<file path="src/hw/rtl/sin_cos_product_warp_top_macros.svh">
// ----------------------------------------------------------------------------
// Assertion macros for the sine/cosine product warp block
// Shared property forms, clocked on clk and held off while rst_n is low.
// ----------------------------------------------------------------------------
`ifndef SIN_COS_PRODUCT_WARP_TOP_MACROS_SVH
`define SIN_COS_PRODUCT_WARP_TOP_MACROS_SVH

// Same-cycle implication.
`define SCPW_ASSERT_IMPLY(label, ante, cons, msg) \
  label: assert property (@(posedge clk) disable iff (!rst_n) (ante) |-> (cons)) \
    else $error(msg);

// Next-cycle implication.
`define SCPW_ASSERT_NEXT(label, ante, cons, msg) \
  label: assert property (@(posedge clk) disable iff (!rst_n) (ante) |=> (cons)) \
    else $error(msg);

`endif

</file>
<file path="src/hw/rtl/scpw_pkg.sv">
// ----------------------------------------------------------------------------
// scpw_pkg
// Widths, register indexes and the quarter-wave sine table of the warp block.
// ----------------------------------------------------------------------------
package scpw_pkg;

  localparam int TABLE_BITS = 10;
  localparam int PHASE_W    = TABLE_BITS + 2;
  localparam int ADDR_W     = TABLE_BITS + 1;
  localparam int TABLE_LEN  = (1 << TABLE_BITS) + 1;
  localparam int SINE_W     = 15;

  localparam int FREQ_W   = 15;
  localparam int COORD_W  = 16;
  localparam int FUNC_W   = 2;
  localparam int RESULT_W = 16;
  localparam int ANGLE_W  = FREQ_W + COORD_W;
  localparam int CFG_IDX_W = 2;

  // Turns are taken in Q.53; the rounding bit of the phase sits at TURN_LSB.
  localparam int TURN_LSB = 51 - TABLE_BITS - 1;

  localparam logic signed [FREQ_W-1:0] FREQ_X_RESET = 15'sd256;
  localparam logic signed [FREQ_W-1:0] FREQ_Y_RESET = 15'sd2560;

  // 1/(2*pi) in Q32.
  localparam logic signed [30:0] INV_TWO_PI_Q32 = 31'sd683565276;
  localparam longint unsigned HALF_PI_Q30 = 64'd1686629713;

  typedef enum logic [CFG_IDX_W-1:0] {
    REG_FREQ_X = 2'd0,
    REG_FREQ_Y = 2'd1
  } cfg_reg_t;

  typedef logic [SINE_W-1:0] qw_table_t [TABLE_LEN];

  // One table entry: sin(i*(pi/2)/2^TABLE_BITS) by a Q30 Taylor series,
  // rounded half-up to Q1.14.
  function automatic logic [SINE_W-1:0] sine_entry(input int unsigned i);
    longint unsigned x;
    longint unsigned x2;
    longint unsigned term;
    longint          sum;
    longint unsigned rnd;
    x = ((longint'(i) * HALF_PI_Q30) + (64'd1 << (TABLE_BITS - 1))) >> TABLE_BITS;
    x2 = (x * x) >> 30;
    term = x;
    sum = longint'(x);
    term = ((term * x2) >> 30) / 64'd6;
    sum = sum - longint'(term);
    term = ((term * x2) >> 30) / 64'd20;
    sum = sum + longint'(term);
    term = ((term * x2) >> 30) / 64'd42;
    sum = sum - longint'(term);
    term = ((term * x2) >> 30) / 64'd72;
    sum = sum + longint'(term);
    term = ((term * x2) >> 30) / 64'd110;
    sum = sum - longint'(term);
    term = ((term * x2) >> 30) / 64'd156;
    sum = sum + longint'(term);
    term = ((term * x2) >> 30) / 64'd210;
    sum = sum - longint'(term);
    term = ((term * x2) >> 30) / 64'd272;
    sum = sum + longint'(term);
    if (sum < 0) begin
      sum = 0;
    end
    if (sum > (64'sd1 <<< 30)) begin
      sum = 64'sd1 <<< 30;
    end
    rnd = (longint'(sum) + (64'd1 << 15)) >> 16;
    return rnd[SINE_W-1:0];
  endfunction

  function automatic qw_table_t build_qw_table();
    qw_table_t t;
    for (int i = 0; i < TABLE_LEN; i++) begin
      t[i] = sine_entry(i);
    end
    return t;
  endfunction

  localparam qw_table_t QW_TABLE = build_qw_table();

endpackage

</file>
<file path="src/hw/rtl/scpw_phase.sv">
// ----------------------------------------------------------------------------
// scpw_phase
// Three-stage angle path: freq*coord, scale to turns, round to a table phase.
// ----------------------------------------------------------------------------
module scpw_phase (
  input  logic                                 clk,
  input  logic                                 en,
  input  logic signed [scpw_pkg::FREQ_W-1:0]   freq,
  input  logic signed [scpw_pkg::COORD_W-1:0]  coord,
  input  logic                                 cos_sel,
  output logic        [scpw_pkg::PHASE_W-1:0]  phase
);

  logic signed [scpw_pkg::ANGLE_W-1:0]        angle_r;
  logic signed [scpw_pkg::ANGLE_W-1:0]        angle_nxt;
  logic signed [scpw_pkg::ANGLE_W+30:0]       turns_full;
  logic        [scpw_pkg::PHASE_W:0]          turns_r;
  logic        [scpw_pkg::PHASE_W:0]          turns_nxt;
  logic        [scpw_pkg::PHASE_W:0]          rnd;
  logic        [scpw_pkg::PHASE_W-1:0]        phase_r;
  logic        [scpw_pkg::PHASE_W-1:0]        phase_nxt;
  logic                                       cos1_r;
  logic                                       cos2_r;

  assign angle_nxt  = freq * coord;
  assign turns_full = angle_r * scpw_pkg::INV_TWO_PI_Q32;
  assign turns_nxt  = turns_full[scpw_pkg::TURN_LSB + scpw_pkg::PHASE_W : scpw_pkg::TURN_LSB];

  // Adding one at the rounding bit and dropping it rounds the phase half-up.
  // The cosine is the sine a quarter turn further on.
  assign rnd = turns_r + 1'b1;
  assign phase_nxt = rnd[scpw_pkg::PHASE_W:1] +
                     (cos2_r ? scpw_pkg::PHASE_W'(1 << scpw_pkg::TABLE_BITS)
                             : scpw_pkg::PHASE_W'(0));

  always_ff @(posedge clk) begin
    if (en) begin
      angle_r <= angle_nxt;
      cos1_r  <= cos_sel;
      turns_r <= turns_nxt;
      cos2_r  <= cos1_r;
      phase_r <= phase_nxt;
    end
  end

  assign phase = phase_r;

endmodule

</file>
<file path="config.mk">
export PLATFORM = sky130hd
export DESIGN_NAME = scpw_phase
export DESIGN_NICKNAME = d
export VERILOG_FILES = /design/src/hw/rtl/sin_cos_product_warp_top_macros.svh /design/src/hw/rtl/scpw_pkg.sv /design/src/hw/rtl/scpw_phase.sv
export SDC_FILE = /design/constraint.sdc
export NUM_CORES = 2
export LEC_CHECK = 0
export ABC_AREA = 1
export BUFFER_PORTS_ARGS = -buffer_cell sky130_fd_sc_hd__buf_4
export CORE_AREA = 5 5 272 274
export CTS_BUF_LIST = sky130_fd_sc_hd__clkbuf_16
export DETAILED_ROUTE_END_ITERATION = 8
export DIE_AREA = 0 0 277 279
export SYNTH_ARGS = -nofsm -noshare
export SYNTH_HDL_FRONTEND = slang
export SYNTH_SLANG_ARGS = --single-unit
</file>
<file path="constraint.sdc">
create_clock -name clk -period 7.98 [get_ports clk]
set_input_delay 1.596 -clock clk [delete_from_list [all_inputs] [get_ports clk]]
set_output_delay 1.596 -clock clk [all_outputs]
set_load 0.005 [all_outputs]
</file>
==> results.cfg <==
[drt]
antenna_violating_nets_post_route = 0
via_count = 20000
drt-initial-drc-count = 1063
dr_drc_count = 0
postRouteWirelength_microns = 72400
first_pass_iters = 5
post_drt_via_cell_ratio = 4.63
wl_per_cell_microns = 16.8

[cts]
postCtsSetupBuffers = 0
cts.path.max_buffers = 2
cts_tree = done
hold_buffers = 0
tritoncts.num_buffers = 9
cts_root_buffer = sky130_fd_sc_hd__clkbuf_16
sink_count_of_the_clock_tree = 58
worst_skew_pair.late_latency_ps = 370
post_cts_sizing = 0
clock_transition_at_the_registers_of_the_reported_paths_ps = 60
cts.htree.levels = 3

[critical_path]
critical-path-max-stage-delay_ps = 690
critPathKind = reg2reg
path_buf_inv = 4
critical-path-top-delay-family = adder cells
data_arrival_time_of_the_critical_path_ps = 6920
timing.critical_path.slowest_stage_cell = sky130_fd_sc_hd__edfxtp_1
timing.critical_path.cells = inv_1 -> ha_1 -> fa_1 -> inv_1 -> fa_1 -> fa_1 -> fa_1 -> fa_1 -> fa_1 -> inv_1 -> fa_1 -> inv_1 -> ha_1 -> nand2_1 -> nor2_2 -> nand2_1 -> nor2_1 -> and3_1 -> nand2_1 -> nand4_1 -> nand2_1
critPathLaunchType = flop
crit_path_frequent_cell = sky130_fd_sc_hd__fa_1
worst-r2r-setup-slack_ps = 1160
crit_path_end_kind = flop
worst_ep_required_time_ps = 8070
cp_max_fo = 9

[logic_synthesis]
synth_top_area_share = 0.443
syn-instance-count = 3339
syn-cell-area_sq_mm = 0.0282
post_synth.cell_area_avg_sq_um = 8.43
synthDistinctLibCells = 31
synth.largest_area_cell = sky130_fd_sc_hd__fa_1
synth_area_leaders = sky130_fd_sc_hd__fa_1 44%, sky130_fd_sc_hd__ha_1 16%, sky130_fd_sc_hd__inv_1 15%, sky130_fd_sc_hd__nand2_1 9.1%, sky130_fd_sc_hd__edfxtp_1 6.2%
synth_seq_cells = 58
synthesis.nets = 4362
synth-seq-area-share = 0.0619
total_number_of_yosys_warnings = 0

[final_layout]
finish.instance_area_sq_mm = 0.0299
final.fill_count = 7259
flow.area_growth_from_synthesis_pct = 6.15
finish.net_count = 4385
antenna-diode-count = 0
final_layout_size_suffix_gt1_frac = 0.0330

[status]
run_status = completed

[sta]
final_period_minus_worst_setup_slack_ps = 6820
setup_repair_after_global_routing_missed_its_margin = no
max_transition_viols_final = 0
max_slew.worst_pin.slew_ps = 924
timing.final.setup_violations = 0
hold_viol = 0
max-slew-margin-rel = 0.384
fin_crit_sh = 0.855
clock_skew_ps = 11.3
maxClockFrequency_mhz = 147
total_negative_setup_slacks_ps = 0

[floorplan]
core.rowCount = 98
fp.dieW_microns = 277
fp.dieArea_sq_mm = 0.0773
starting_density_of_the_core = 0.396
core_footprint_sq_mm = 0.0711
floorplan.die.height_microns = 279
io_count = 46

[placed_design]
port_buffers = 45
gp_routability_congestion = 0.937
place_area_sq_mm = 0.0296
detailed_place_hpwl_microns = 64800

[global_route]
grt_first_pass_wirelength_microns = 117000
grt-ovfl-total = 0
via_count_of_the_first_global_routing_pass = 21700
track_usage = 0.192
grt_antenna_before_repair = 0
grt_max_degree = 59

[job]
drv.max_cap_violation_count = 0

[hold_path]
min_path_type = reg2reg
-- metrics by stage --
step	utilization	hold slack [ps]	worst slack [ps]	instances
global placement	0.416	408	934	4301
floorplan	-	400	1230	3339
detailed placement	0.416	405	935	4301
CTS	0.420	418	1170	4317
finish	0.420	417	1160	4317
global route	0.420	427	829	4317
-- cell usage after synthesis (all sizes together) --
| master | number |
|---|---|
| or2 | 15 |
| nand3 | 62 |
| a21o | 4 |
| o21a | 1 |
| o211ai | 3 |
| ha | 366 |
| nand2 | 682 |
| nor3b | 2 |
| xor2 | 40 |
| nor2 | 115 |
| nor3 | 14 |
| edfxtp | 58 |
| o21bai | 8 |
| a21oi | 64 |
| nor4 | 2 |
| o21ai | 27 |
| buf | 1 |
| and2 | 1 |
| nand4 | 26 |
| clkbuf | 46 |
| fa | 623 |
| inv | 1159 |
| and3 | 2 |
| xnor2 | 18 |
-- layer usage --
layer  GRT usage  up-vias  routed length, microns
li1            -     9579                       -
met1       0.246     9929                   30800
met2       0.354      376                   37100
met3      0.0149      101                    2300
met4      0.0525        0                    2260
met5           0        -                       0
-- placed cells by master (no fill, tap or decap), drive strengths merged, types with 8 or more instances in the layout --
cell / count
xor2: 40
nand4: 26
nand2: 682
edfxtp: 58
a21oi: 64
buf: 59
xnor2: 18
ha: 366
nor3: 14
o21bai: 8
nor2: 115
clkbuf: 9
inv: 1160
nand3: 62
or2: 15
o21ai: 27
fa: 623
-- cell type report --
class	instances	area [sq um]	share of cell area
multi-input combinational	2075	21900	0.732
clock buffer	9	225	0.00754
clock inverter	7	55.1	0.00184
tap	950	1190	0.0398
inverter	1159	4350	0.146
sequential	58	1740	0.0583
timing repair buffer	59	443	0.0148
-- registers in the layout (all words and copies together), names as in the netlist --
register / flops
angle_r: 31
turns_r: 13
phase: 12
cos1_r: 1
cos2_r: 1
-- path summary, 6_finish.rpt --
| check | start | to | depth (start not counted) |
|---|---|---|---|
| min reg2reg | cos1_r | cos2_r | 0 |
| max reg2reg | angle_r[29] | turns_r[11] | 21 |
| max | angle_r[29] | turns_r[11] | 21 |
| min | cos1_r | cos2_r | 0 |
-- cells by family after synthesis --
group | synth area share
AND/OR/NAND/NOR | 0.133
XOR/XNOR | 0.0183
AO/OA/AOI/OAI | 0.0204
flip-flops | 0.0619
adder cells (fa/ha/maj) | 0.606
buffers and inverters | 0.161
Power is not shown: default switching activity piles up to over one toggle a cycle in this logic, so the estimate is an artifact.
